[config.mk]
export PLATFORM = sky130hd
export DESIGN_NAME = first_fit_free_list_allocator
export DESIGN_NICKNAME = d
export VERILOG_FILES = /design/src/design/ffa_pkg.sv /design/src/design/ffa_ram.sv /design/src/design/ffa_ctrl.sv /design/src/design/ffa_dpath.sv /design/src/design/first_fit_free_list_allocator.sv
export VERILOG_INCLUDE_DIRS = /design/src /design/src/design
export SDC_FILE = /design/constraint.sdc
export NUM_CORES = 2
export LEC_CHECK = 0
export ABC_AREA = 0
export BUFFER_PORTS_ARGS = -buffer_cell sky130_fd_sc_hd__buf_2
export CAP_MARGIN = 20
export CELL_PAD_IN_SITES_DETAIL_PLACEMENT = 0
export CELL_PAD_IN_SITES_GLOBAL_PLACEMENT = 2
export CORE_MARGIN = 2
export CORE_UTILIZATION = 40
export CTS_BUF_LIST = sky130_fd_sc_hd__clkbuf_8
export CTS_CLUSTER_SIZE = 10
export DETAILED_ROUTE_END_ITERATION = 16
export GPL_TIMING_DRIVEN = 0
export PLACE_DENSITY_LB_ADDON = 0.3
export SYNTH_ARGS = -nofsm -noshare
export SYNTH_HDL_FRONTEND = slang
export SYNTH_SLANG_ARGS = --single-unit
[constraint.sdc]
create_clock -name clk -period 9 [get_ports clk]
set_clock_uncertainty 0.05 [all_clocks]
set_input_delay 0.9 -clock clk [delete_from_list [all_inputs] [get_ports clk]]
set_output_delay 0.9 -clock clk [all_outputs]
set_load 0.03 [all_outputs]
[src/design/first_fit_free_list_allocator_assert.svh]
// assertion macros for the first-fit free-list allocator
// expects clk and rst_n in the scope of use, no other dependencies
`ifndef FIRST_FIT_FREE_LIST_ALLOCATOR_ASSERT_SVH
`define FIRST_FIT_FREE_LIST_ALLOCATOR_ASSERT_SVH
`ifndef ASSERT_OFF
`define FFA_ASSERT_IMP(label, ante, cons) \
    label: assert property (@(posedge clk) disable iff (!rst_n) (ante) |-> (cons)) \
        else $error("ffa: same-cycle check failed");
`define FFA_ASSERT_NEXT(label, ante, cons) \
    label: assert property (@(posedge clk) disable iff (!rst_n) (ante) |=> (cons)) \
        else $error("ffa: next-cycle check failed");
`else
`define FFA_ASSERT_IMP(label, ante, cons)
`define FFA_ASSERT_NEXT(label, ante, cons)
`endif
`endif

[src/design/ffa_pkg.sv]
// shared types and constants for the first-fit free-list allocator
// item structs, datapath command and status, controller states; no dependencies
package ffa_pkg;

    localparam int ADDR_BITS      = 25;
    localparam int LEN_BITS       = ADDR_BITS + 1;
    localparam int NODE_COUNT_DEF = 20;

    localparam logic [LEN_BITS-1:0] BLOCK_RESET = LEN_BITS'(33554432);
    localparam logic                OP_ALLOC    = 1'b0;
    localparam logic                OP_FREE     = 1'b1;

    typedef struct packed {
        logic                opcode;
        logic [LEN_BITS-1:0]  req_size;
        logic [LEN_BITS-1:0]  req_align;
        logic [ADDR_BITS-1:0] free_address;
        logic [LEN_BITS-1:0]  free_padding;
    } in_item_t;

    typedef struct packed {
        logic [1:0]           status;
        logic [ADDR_BITS-1:0] grant_address;
        logic [LEN_BITS-1:0]  grant_padding;
    } out_item_t;

    typedef enum logic [1:0] {
        RES_OK    = 2'd0,
        RES_NOFIT = 2'd1,
        RES_POOL  = 2'd2
    } res_code_t;

    typedef enum logic [3:0] {
        DP_NOP,
        DP_LOAD,
        DP_LATCH,
        DP_STEP,
        DP_ALIGN,
        DP_PAD,
        DP_TAKE,
        DP_ALLOC_WR,
        DP_NEW_HEAD,
        DP_MATCH,
        DP_SUM1,
        DP_SUM2,
        DP_MERGE_WR,
        DP_INS_NODE,
        DP_INS_LINK,
        DP_EMIT
    } dp_op_t;

    typedef struct packed {
        dp_op_t    op;
        res_code_t code;
    } dp_cmd_t;

    typedef struct packed {
        logic is_free;
        logic bsize_zero;
        logic list_empty;
        logic cur_null;
        logic steps_full;
        logic steps_over;
        logic fit;
        logic stop;
        logic pool_full;
        logic pa;
        logic na;
        logic out_free;
    } dp_stat_t;

    typedef enum logic [3:0] {
        S_INIT,
        S_IDLE,
        S_DISPATCH,
        S_A_WALK,
        S_A_PAD,
        S_A_TAKE,
        S_A_UPD,
        S_F_GRAB,
        S_F_WALK,
        S_F_ROUTE,
        S_F_SUM2,
        S_F_MERGE,
        S_F_LINK,
        S_DONE
    } state_t;

endpackage

[src/design/ffa_ram.sv]
// generic single-write, single-read ram with registered read data
// depends on ffa_pkg for parameter defaults
module ffa_ram
    import ffa_pkg::*;
#(
    parameter int WIDTH = LEN_BITS,
    parameter int DEPTH = NODE_COUNT_DEF
)
(
    input  logic                     clk,
    input  logic                     we,
    input  logic [$clog2(DEPTH)-1:0] waddr,
    input  logic [WIDTH-1:0]         wdata,
    input  logic [$clog2(DEPTH)-1:0] raddr,
    output logic [WIDTH-1:0]         rdata
);

    logic [WIDTH-1:0] mem_reg [DEPTH];
    logic [WIDTH-1:0] rdata_reg;

    always_ff @(posedge clk)
    begin
        if (we)
        begin
            mem_reg[waddr] <= wdata;
        end
        rdata_reg <= mem_reg[raddr];
    end

    assign rdata = rdata_reg;

endmodule

[src/design/ffa_ctrl.sv]
// controller state machine for the first-fit free-list allocator
// issues datapath commands from datapath status; depends on ffa_pkg
module ffa_ctrl
    import ffa_pkg::*;
(
    input  logic     clk,
    input  logic     rst_n,
    input  logic     in_valid,
    input  dp_stat_t stat,
    output dp_cmd_t  cmd,
    output logic     idle
);

    state_t    state_reg, state_next;
    res_code_t code_reg, code_next;

    always_ff @(posedge clk or negedge rst_n)
    begin
        if (!rst_n)
        begin
            state_reg <= S_INIT;
            code_reg  <= RES_OK;
        end
        else
        begin
            state_reg <= state_next;
            code_reg  <= code_next;
        end
    end

    always_comb
    begin
        state_next = state_reg;
        code_next  = code_reg;
        cmd.op     = DP_NOP;
        cmd.code   = code_reg;
        idle       = 1'b0;
        case (state_reg)
            S_INIT:
            begin
                cmd.op     = DP_LOAD;
                state_next = S_IDLE;
            end
            S_IDLE:
            begin
                idle = 1'b1;
                if (in_valid)
                begin
                    cmd.op     = DP_LATCH;
                    state_next = S_DISPATCH;
                end
            end
            S_DISPATCH:
            begin
                if (!stat.is_free)
                begin
                    state_next = S_A_WALK;
                end
                else if (stat.bsize_zero)
                begin
                    code_next  = RES_OK;
                    state_next = S_DONE;
                end
                else if (stat.list_empty)
                begin
                    state_next = S_F_GRAB;
                end
                else
                begin
                    state_next = S_F_WALK;
                end
            end
            S_A_WALK:
            begin
                if (stat.cur_null || stat.steps_full)
                begin
                    code_next  = RES_NOFIT;
                    state_next = S_DONE;
                end
                else if (stat.fit)
                begin
                    cmd.op     = DP_ALIGN;
                    state_next = S_A_PAD;
                end
                else
                begin
                    cmd.op = DP_STEP;
                end
            end
            S_A_PAD:
            begin
                cmd.op     = DP_PAD;
                state_next = S_A_TAKE;
            end
            S_A_TAKE:
            begin
                cmd.op     = DP_TAKE;
                state_next = S_A_UPD;
            end
            S_A_UPD:
            begin
                cmd.op     = DP_ALLOC_WR;
                code_next  = RES_OK;
                state_next = S_DONE;
            end
            S_F_GRAB:
            begin
                if (stat.pool_full)
                begin
                    code_next = RES_POOL;
                end
                else
                begin
                    cmd.op    = DP_NEW_HEAD;
                    code_next = RES_OK;
                end
                state_next = S_DONE;
            end
            S_F_WALK:
            begin
                if (stat.steps_over)
                begin
                    code_next  = RES_OK;
                    state_next = S_DONE;
                end
                else if (stat.cur_null || stat.stop)
                begin
                    cmd.op     = DP_MATCH;
                    state_next = S_F_ROUTE;
                end
                else
                begin
                    cmd.op = DP_STEP;
                end
            end
            S_F_ROUTE:
            begin
                if (stat.pa || stat.na)
                begin
                    cmd.op     = DP_SUM1;
                    state_next = S_F_SUM2;
                end
                else if (stat.pool_full)
                begin
                    code_next  = RES_POOL;
                    state_next = S_DONE;
                end
                else
                begin
                    cmd.op     = DP_INS_NODE;
                    state_next = S_F_LINK;
                end
            end
            S_F_SUM2:
            begin
                cmd.op     = DP_SUM2;
                state_next = S_F_MERGE;
            end
            S_F_MERGE:
            begin
                cmd.op     = DP_MERGE_WR;
                code_next  = RES_OK;
                state_next = S_DONE;
            end
            S_F_LINK:
            begin
                cmd.op     = DP_INS_LINK;
                code_next  = RES_OK;
                state_next = S_DONE;
            end
            S_DONE:
            begin
                if (stat.out_free)
                begin
                    cmd.op     = DP_EMIT;
                    state_next = S_IDLE;
                end
            end
            default:
            begin
                state_next = S_INIT;
            end
        endcase
    end

endmodule

[src/design/ffa_dpath.sv]
// datapath for the first-fit free-list allocator: node ram, list pointers,
// arithmetic registers and the output item register; depends on ffa_pkg, ffa_ram
module ffa_dpath
    import ffa_pkg::*;
#(
    parameter int NODE_COUNT = NODE_COUNT_DEF
)
(
    input  logic                clk,
    input  logic                rst_n,
    input  in_item_t            in_data,
    input  logic                cfg_write,
    input  logic [LEN_BITS-1:0] cfg_data,
    input  dp_cmd_t             cmd,
    output dp_stat_t            stat,
    input  logic                out_stall,
    output logic                out_valid,
    output out_item_t           out_data
);

    localparam int IDX_W  = $clog2(NODE_COUNT);
    localparam int LINK_W = $clog2(NODE_COUNT + 1);
    localparam int STEP_W = $clog2(NODE_COUNT + 2);
    localparam int NODE_W = ADDR_BITS + LEN_BITS + LINK_W;

    localparam logic [LINK_W-1:0]   LINK_NULL = LINK_W'(NODE_COUNT);
    localparam logic [LEN_BITS-1:0] LEN_MAX   = '1;

    // node ram port
    logic              ram_we;
    logic [IDX_W-1:0]  ram_waddr;
    logic [NODE_W-1:0] ram_wdata;
    logic [IDX_W-1:0]  ram_raddr;
    logic [NODE_W-1:0] ram_rdata;
    logic [LINK_W-1:0] rd_sel;

    logic [ADDR_BITS-1:0] rd_start;
    logic [LEN_BITS-1:0]  rd_len;
    logic [LINK_W-1:0]    rd_link;

    // control state
    logic [LEN_BITS-1:0]   block_reg, block_next;
    logic [NODE_COUNT-1:0] valid_reg, valid_next;
    logic [LINK_W-1:0]     head_reg, head_next;
    logic                  nonempty_reg, nonempty_next;
    logic                  out_valid_reg, out_valid_next;

    // per-item working registers
    logic                  is_free_reg;
    logic [LEN_BITS-1:0]   size_reg;
    logic [LEN_BITS:0]     sum_reg;
    logic [LEN_BITS-1:0]   mask_reg;
    logic [ADDR_BITS-1:0]  baddr_reg;
    logic [LEN_BITS-1:0]   bsize_reg;
    logic [LINK_W-1:0]     cur_reg;
    logic [LINK_W-1:0]     prev_reg;
    logic [ADDR_BITS-1:0]  prev_start_reg;
    logic [LEN_BITS-1:0]   prev_len_reg;
    logic [STEP_W-1:0]     steps_reg;
    logic [LEN_BITS:0]     acc_reg;
    logic [LEN_BITS-1:0]   pad_reg;
    logic [ADDR_BITS-1:0]  addr_reg;
    logic                  pa_reg;
    logic                  na_reg;
    logic [LEN_BITS-1:0]   merged_reg;
    logic [LINK_W-1:0]     new_reg;
    out_item_t             out_reg;

    // combinational helpers
    logic                  load_en;
    logic [LEN_BITS-1:0]   load_len;
    logic [IDX_W-1:0]      cur_idx;
    logic [IDX_W-1:0]      prev_idx;
    logic [IDX_W-1:0]      free_idx;
    logic                  pool_full;
    logic [LEN_BITS-1:0]   align_eff;
    logic [LEN_BITS:0]     bsize_sum;
    logic [LEN_BITS-1:0]   bsize_sat;
    logic [LEN_BITS:0]     afull;
    logic [LEN_BITS:0]     pad_full;
    logic [LEN_BITS:0]     new_len;
    logic [ADDR_BITS-1:0]  new_start;
    logic [LEN_BITS:0]     prev_end;
    logic [LEN_BITS:0]     blk_end;
    logic                  pa_hit;
    logic                  na_hit;
    logic [LEN_BITS:0]     sum1;
    logic [LEN_BITS+1:0]   sum2;
    logic [LEN_BITS-1:0]   merged_sat;
    logic                  grant_ok;

    assign rd_start = ram_rdata[NODE_W-1 -: ADDR_BITS];
    assign rd_len   = ram_rdata[LEN_BITS+LINK_W-1 -: LEN_BITS];
    assign rd_link  = ram_rdata[LINK_W-1:0];

    assign cur_idx  = cur_reg[IDX_W-1:0];
    assign prev_idx = prev_reg[IDX_W-1:0];
    assign load_en  = cfg_write || (cmd.op == DP_LOAD);
    assign load_len = cfg_write ? cfg_data : block_reg;

    // lowest free node in the pool
    always_comb
    begin
        free_idx  = '0;
        pool_full = 1'b1;
        for (int i = NODE_COUNT - 1; i >= 0; i--)
        begin
            if (!valid_reg[i])
            begin
                free_idx  = IDX_W'(i);
                pool_full = 1'b0;
            end
        end
    end

    assign align_eff  = (in_data.req_align == '0) ? LEN_BITS'(1) : in_data.req_align;
    assign bsize_sum  = {1'b0, in_data.req_size} + {1'b0, in_data.free_padding};
    assign bsize_sat  = bsize_sum[LEN_BITS] ? LEN_MAX : bsize_sum[LEN_BITS-1:0];
    assign afull      = ({2'b00, rd_start} + {1'b0, mask_reg}) & ~{1'b0, mask_reg};
    assign pad_full   = acc_reg - {2'b00, rd_start};
    assign new_len    = {1'b0, rd_len} - acc_reg;
    assign new_start  = rd_start + acc_reg[ADDR_BITS-1:0];
    assign prev_end   = {2'b00, prev_start_reg} + {1'b0, prev_len_reg};
    assign blk_end    = {2'b00, baddr_reg} + {1'b0, bsize_reg};
    assign pa_hit     = (prev_reg != LINK_NULL) && (prev_end == {2'b00, baddr_reg});
    assign na_hit     = (cur_reg != LINK_NULL) && (blk_end == {2'b00, rd_start});
    assign sum1       = {1'b0, (pa_reg ? prev_len_reg : rd_len)} + {1'b0, bsize_reg};
    assign sum2       = {1'b0, acc_reg} + {2'b00, ((pa_reg && na_reg) ? rd_len : LEN_BITS'(0))};
    assign merged_sat = (sum2 > {2'b00, LEN_MAX}) ? LEN_MAX : sum2[LEN_BITS-1:0];
    assign grant_ok   = !is_free_reg && (cmd.code == RES_OK);

    // read address follows the walk
    always_comb
    begin
        rd_sel = cur_reg;
        if (cmd.op == DP_LATCH)
        begin
            rd_sel = head_reg;
        end
        else if (cmd.op == DP_STEP)
        begin
            rd_sel = rd_link;
        end
        ram_raddr = (rd_sel == LINK_NULL) ? '0 : rd_sel[IDX_W-1:0];
    end

    // node writes
    always_comb
    begin
        ram_we    = 1'b0;
        ram_waddr = '0;
        ram_wdata = {{ADDR_BITS{1'b0}}, {LEN_BITS{1'b0}}, LINK_NULL};
        if (load_en)
        begin
            ram_we    = 1'b1;
            ram_wdata = {{ADDR_BITS{1'b0}}, load_len, LINK_NULL};
        end
        else
        begin
            case (cmd.op)
                DP_ALLOC_WR:
                begin
                    ram_we    = 1'b1;
                    ram_waddr = cur_idx;
                    ram_wdata = {new_start, new_len[LEN_BITS-1:0], rd_link};
                end
                DP_NEW_HEAD:
                begin
                    ram_we    = 1'b1;
                    ram_waddr = free_idx;
                    ram_wdata = {baddr_reg, bsize_reg, LINK_NULL};
                end
                DP_MERGE_WR:
                begin
                    ram_we = 1'b1;
                    if (pa_reg)
                    begin
                        ram_waddr = prev_idx;
                        ram_wdata = {prev_start_reg, merged_reg, (na_reg ? rd_link : cur_reg)};
                    end
                    else
                    begin
                        ram_waddr = cur_idx;
                        ram_wdata = {baddr_reg, merged_reg, rd_link};
                    end
                end
                DP_INS_NODE:
                begin
                    ram_we    = 1'b1;
                    ram_waddr = free_idx;
                    ram_wdata = {baddr_reg, bsize_reg, cur_reg};
                end
                DP_INS_LINK:
                begin
                    ram_we    = (prev_reg != LINK_NULL);
                    ram_waddr = prev_idx;
                    ram_wdata = {prev_start_reg, prev_len_reg, new_reg};
                end
                default:
                begin
                    ram_we = 1'b0;
                end
            endcase
        end
    end

    // list control next state
    always_comb
    begin
        block_next     = cfg_write ? cfg_data : block_reg;
        valid_next     = valid_reg;
        head_next      = head_reg;
        nonempty_next  = nonempty_reg;
        out_valid_next = out_valid_reg && out_stall;
        if (load_en)
        begin
            valid_next    = '0;
            valid_next[0] = (load_len != '0);
            head_next     = '0;
            nonempty_next = (load_len != '0);
        end
        else
        begin
            case (cmd.op)
                DP_NEW_HEAD:
                begin
                    valid_next[free_idx] = 1'b1;
                    head_next            = LINK_W'(free_idx);
                    nonempty_next        = 1'b1;
                end
                DP_MERGE_WR:
                begin
                    if (pa_reg && na_reg)
                    begin
                        valid_next[cur_idx] = 1'b0;
                    end
                end
                DP_INS_NODE:
                begin
                    valid_next[free_idx] = 1'b1;
                end
                DP_INS_LINK:
                begin
                    if (prev_reg == LINK_NULL)
                    begin
                        head_next = new_reg;
                    end
                end
                default:
                begin
                    head_next = head_reg;
                end
            endcase
        end
        if (cmd.op == DP_EMIT)
        begin
            out_valid_next = 1'b1;
        end
    end

    always_ff @(posedge clk or negedge rst_n)
    begin
        if (!rst_n)
        begin
            block_reg     <= BLOCK_RESET;
            valid_reg     <= '0;
            head_reg      <= '0;
            nonempty_reg  <= 1'b0;
            out_valid_reg <= 1'b0;
        end
        else
        begin
            block_reg     <= block_next;
            valid_reg     <= valid_next;
            head_reg      <= head_next;
            nonempty_reg  <= nonempty_next;
            out_valid_reg <= out_valid_next;
        end
    end

    always_ff @(posedge clk)
    begin
        case (cmd.op)
            DP_LATCH:
            begin
                is_free_reg <= (in_data.opcode == OP_FREE);
                size_reg    <= in_data.req_size;
                sum_reg     <= {1'b0, in_data.req_size} + {1'b0, align_eff};
                mask_reg    <= align_eff - LEN_BITS'(1);
                baddr_reg   <= in_data.free_address - in_data.free_padding[ADDR_BITS-1:0];
                bsize_reg   <= bsize_sat;
                cur_reg     <= nonempty_reg ? head_reg : LINK_NULL;
                prev_reg    <= LINK_NULL;
                steps_reg   <= '0;
            end
            DP_STEP:
            begin
                prev_reg       <= cur_reg;
                prev_start_reg <= rd_start;
                prev_len_reg   <= rd_len;
                cur_reg        <= rd_link;
                steps_reg      <= steps_reg + STEP_W'(1);
            end
            DP_ALIGN:
            begin
                acc_reg <= afull;
            end
            DP_PAD:
            begin
                pad_reg  <= pad_full[LEN_BITS-1:0];
                addr_reg <= acc_reg[ADDR_BITS-1:0];
            end
            DP_TAKE:
            begin
                acc_reg <= {1'b0, size_reg} + {1'b0, pad_reg};
            end
            DP_MATCH:
            begin
                pa_reg <= pa_hit;
                na_reg <= na_hit;
            end
            DP_SUM1:
            begin
                acc_reg <= sum1;
            end
            DP_SUM2:
            begin
                merged_reg <= merged_sat;
            end
            DP_INS_NODE:
            begin
                new_reg <= LINK_W'(free_idx);
            end
            DP_EMIT:
            begin
                out_reg.status        <= cmd.code;
                out_reg.grant_address <= grant_ok ? addr_reg : '0;
                out_reg.grant_padding <= grant_ok ? pad_reg : '0;
            end
            default:
            begin
                new_reg <= new_reg;
            end
        endcase
    end

    ffa_ram #(
        .WIDTH (NODE_W),
        .DEPTH (NODE_COUNT)
    ) u_node_ram (
        .clk   (clk),
        .we    (ram_we),
        .waddr (ram_waddr),
        .wdata (ram_wdata),
        .raddr (ram_raddr),
        .rdata (ram_rdata)
    );

    assign stat.is_free    = is_free_reg;
    assign stat.bsize_zero = (bsize_reg == '0);
    assign stat.list_empty = !nonempty_reg;
    assign stat.cur_null   = (cur_reg == LINK_NULL);
    assign stat.steps_full = (steps_reg == STEP_W'(NODE_COUNT));
    assign stat.steps_over = (steps_reg == STEP_W'(NODE_COUNT + 1));
    assign stat.fit        = ({1'b0, rd_len} >= sum_reg);
    assign stat.stop       = (rd_start > baddr_reg);
    assign stat.pool_full  = pool_full;
    assign stat.pa         = pa_reg;
    assign stat.na         = na_reg;
    assign stat.out_free   = !out_valid_reg || !out_stall;

    assign out_valid = out_valid_reg;
    assign out_data  = out_reg;

endmodule

[src/design/first_fit_free_list_allocator.sv]
// top level of the first-fit free-list allocator with coalescing
// joins ffa_ctrl and ffa_dpath; depends on ffa_pkg and the assertion header
//
//  channel   signals                          item           accepted when
//  in        in_valid, in_stall, in_data      in_item_t      in_valid && !in_stall
//  out       out_valid, out_stall, out_data   out_item_t     out_valid && !out_stall
//  cfg       cfg_valid, cfg_ready, cfg_data   block_bytes    cfg_valid && cfg_ready
//
// one item at a time: an allocate or a free steps past the nodes of the free list,
// one node per cycle through the node ram port.
// after reset the init state loads the whole block as a single extent; a cfg write does the same.
// cfg_ready is low while an item is offered or in flight.
// in_stall stays high from acceptance until the result is placed in the output register;
// a result waiting on out_stall lets the next item in, and its own result waits behind it.
`include "first_fit_free_list_allocator_assert.svh"

module first_fit_free_list_allocator
    import ffa_pkg::*;
#(
    parameter int NODE_COUNT = NODE_COUNT_DEF
)
(
    input  logic                clk,
    input  logic                rst_n,
    input  logic                in_valid,
    output logic                in_stall,
    input  in_item_t            in_data,
    output logic                out_valid,
    input  logic                out_stall,
    output out_item_t           out_data,
    input  logic                cfg_valid,
    output logic                cfg_ready,
    input  logic [LEN_BITS-1:0] cfg_data
);

    dp_cmd_t  cmd;
    dp_stat_t stat;
    logic     idle;
    logic     cfg_write;

    assign in_stall  = !idle;
    assign cfg_ready = idle && !in_valid;
    assign cfg_write = cfg_valid && cfg_ready;

    ffa_ctrl u_ctrl (
        .clk      (clk),
        .rst_n    (rst_n),
        .in_valid (in_valid),
        .stat     (stat),
        .cmd      (cmd),
        .idle     (idle)
    );

    ffa_dpath #(
        .NODE_COUNT (NODE_COUNT)
    ) u_dpath (
        .clk       (clk),
        .rst_n     (rst_n),
        .in_data   (in_data),
        .cfg_write (cfg_write),
        .cfg_data  (cfg_data),
        .cmd       (cmd),
        .stat      (stat),
        .out_stall (out_stall),
        .out_valid (out_valid),
        .out_data  (out_data)
    );

    `FFA_ASSERT_IMP(a_emit_needs_room, cmd.op == DP_EMIT, stat.out_free)
    `FFA_ASSERT_NEXT(a_emit_shows_valid, cmd.op == DP_EMIT, out_valid)
    `FFA_ASSERT_NEXT(a_accept_goes_busy, in_valid && !in_stall, in_stall)

endmodule
==> metrics.md <==
| Metric | Value |
|---|---|
| Dpl ws | `1910 ps` |
| Critical Path AT | `8020 ps` |
| Final WL | `289,000 µm` |
| Postcts setup bufs | `0` |
| Placer Congestion | `0.954` |
| Setup ws final | `1750 ps` |
| Worst slew pin tran | `1350 ps` |
| Most frequent cells in the layout | `1,481 x edfxtp_1, 1,033 x nand2_1, 357 x ha_1` |
| Hold WS | `86.9 ps` |
| Sink Count | `1,596` |
| Layout cells sized above 1 | `0.110` |
| Full die area | `202,000 µm²` |
| Startpoint types | `flop` |
| Crit Path Category | `flop to flop` |
| Die Y-Extent | `449 µm` |
| Placement-stage cell area | `85,400 µm²` |
| DR iter-0 viols | `6,463` |
| Worst hold path class | `primary input to flop` |
| Port Buffers | `190` |
| Largest area contributor in the netlist | `edfxtp_1` |
| Synthesized net count | `7,307` |
| Later-pin clock latency in the skew report | `1070 ps` |
| Syn Area/Cell | `11.6 µm²` |
| Pwr dens | `418 nW/µm²` |
| Kind of end point of the critical path | `flop` |
| First-pass GRT wire length | `405,000 µm` |
| Post-route cell area | `91,000 µm²` |
| Final setup fails | `0` |
| Die width | `449 µm` |
| Final period util | `0.805` |
| Final Net Count | `7,930` |
| Post-synth EDFFs | `1,481` |
| GR Overflow Total | `0` |
| Drt drc | `0` |
| Synth top area share | `0.561` |
| FP Rows | `163` |
| RSZ-0062 raised after global routing | `no` |
| Area delta synth->final | `14.9%` |
| Via count | `59,400` |
| Total track usage | `0.279` |
| Post-DP HPWL | `219,000 µm` |
| Synth area leaders | `edfxtp_1 56%, ha_1 5.6%, nand2_1 4.9%` |
| Post-route minimum period | `7250 ps` |
| Hold Fails Final Rpt | `0` |
| Vias in the first global route | `56,300` |
| Share of synthesized registers carrying an async set or reset | `0.0370` |
| Antenna Violating Nets Remaining | `0` |
| Worst-path clk slew | `60 ps` |
| Slew headroom | `0.102` |
| P_leak | `34.4 nW` |
| Initial Utilization | `0.402` |
| # fillers | `18,300` |
| Synth Register Bits | `1,596` |
| Ys flop type | `edfxtp_1` |
| Io pins | `191` |
| Largest net degree at the start of global routing | `62` |
| PnR Total Power | `0.0381 W` |
| Core Area | `197,000 µm²` |
| Max frequency | `138 MHz` |
| Seq/Total Area, Yosys | `0.594` |
| TNS Setup | `0 ps` |
| Gate Count Post-Synth | `6,803` |
| Yosys warning total | `0` |
| Cts bufs inserted | `300` |
| CTS tree | `done` |
| CTS Root Buffer Type | `clkbuf_8` |
| Yosys cell types | `81` |
| Antenna violations before repair | `32` |
| Worst-path maximum fanout | `10` |
| Max FFs per register | `1,120` |
| Required @ worst endpoint | `9770 ps` |
| Max cap viols | `0` |
| 1st-pass router iterations | `7` |
| Most common cell after layout, fill and taps aside | `edfxtp_1` |
| Mean routed wirelength per cell | `28.0 µm` |
| Status | `finished clean` |
| Via density | `5.76` |
| Clk buf depth | `4` |
| Mapped cell area | `79,200 µm²` |
| Max-slew violation count | `0` |
| Peak VDD IR | `0.000204 V` |
| H-Tree Level Count | `5` |
-- worst max-delay path: stages (launching register included) --
cell	delay [ps]
dfxtp_1	1090
ha_1	400
nand2_1	100
a211oi_1	60
o41ai_1	440
a31oi_1	300
or3_2	670
o22a_2	340
inv_2	190
o211ai_1	210
a222oi_1	840
a41oi_2	700
buf_2	500
buf_2	320
mux2_1	400
o211a_1	380
-- repair_timing --
item                                   CTS  global route
endpoints found under the hold margin   71             0
resized for setup                        0             0
hold buffers                            14             0
-- worst paths after layout --
| path | startpoint | end | slack [ps] | cells past startpoint |
|---|---|---|---|---|
| min in group asynchronous | rst_n | u_dpath.valid_reg[18] | 460 | 2 |
| min reg2reg | u_dpath.u_node_ram.rdata[5] | u_dpath.prev_len_reg[0] | 380 | 0 |
| max | u_dpath.u_node_ram.rdata[8] | u_dpath.u_node_ram.rdata[0] | 1750 | 15 |
| max in group asynchronous | rst_n | u_ctrl.code_reg[0] | 7810 | 2 |
| min | in_data[90] | u_dpath.size_reg[13] | 90 | 1 |
| max reg2reg | u_dpath.u_node_ram.rdata[8] | u_dpath.u_node_ram.rdata[0] | 1750 | 15 |
-- layout make-up --
cell class,instances,area [µm²],area share
antenna,31,77.6,0.000852
buffer,369,1410,0.0155
clock buffer,317,4360,0.0479
clock inverter,191,946,0.0104
inverter,246,923,0.0101
multi-input combinational,4592,30200,0.331
sequential,1596,47100,0.517
tap,2640,3300,0.0363
timing repair buffer,321,2740,0.0301
-- cells in the mapped netlist (43+ instances only) --
cell,instances
dfxtp_1,56
nor2b_1,44
a21o_1,67
o211a_1,57
inv_1,245
ha_1,357
a31oi_1,153
nand3_1,198
a21oi_1,245
a22oi_1,43
mux2_1,56
a311oi_1,63
o21a_1,56
nand2_1,1034
clkbuf_1,334
a211oi_1,202
dfrtp_1,58
o21ai_0,298
nand2b_1,61
and2_1,79
nor3_1,91
edfxtp_1,1481
nor2_1,281
xnor2_1,189
xor2_1,103
and3_1,333
a311o_1,60
-- kinds of logic (layout without fill, tap and decap cells) --
logic type,count (synthesis),after routing,share of synthesized area
AOI/OAI and AO/OA,1518,1518,0.132
xor gates and xnor gates,292,292,0.0323
adders and majority gates,369,369,0.0594
buffers and inverters,615,1444,0.0293
DFF,1596,1596,0.594
muxes,125,125,0.0173
other,0,31,0
and+or+nand+nor,2288,2288,0.135
-- metrics by stage --
step           utilization  instances
4_1_cts              0.461      10300
5_1_grt              0.462      10300
2_1_floorplan            -       6803
3_5_place_dp         0.434       9748
6_report             0.462      10300
3_3_place_gp         0.424       9633
-- power by group --
group          internal (W)  leakage [nW]  switching [W]
Sequential           0.0103          14.8        0.00145
Combinational       0.00627          16.5         0.0135
Clock               0.00340          3.07        0.00312
-- routing by layer --
metal	routed length, µm	vias to the layer above	global-route usage
met4	9250	12	0.0919
met2	131000	2471	0.433
met3	22800	472	0.0650
met1	125000	29500	0.383
li1	-	26900	-
met5	430	-	0.00852
(Power assumes the default switching activity.)
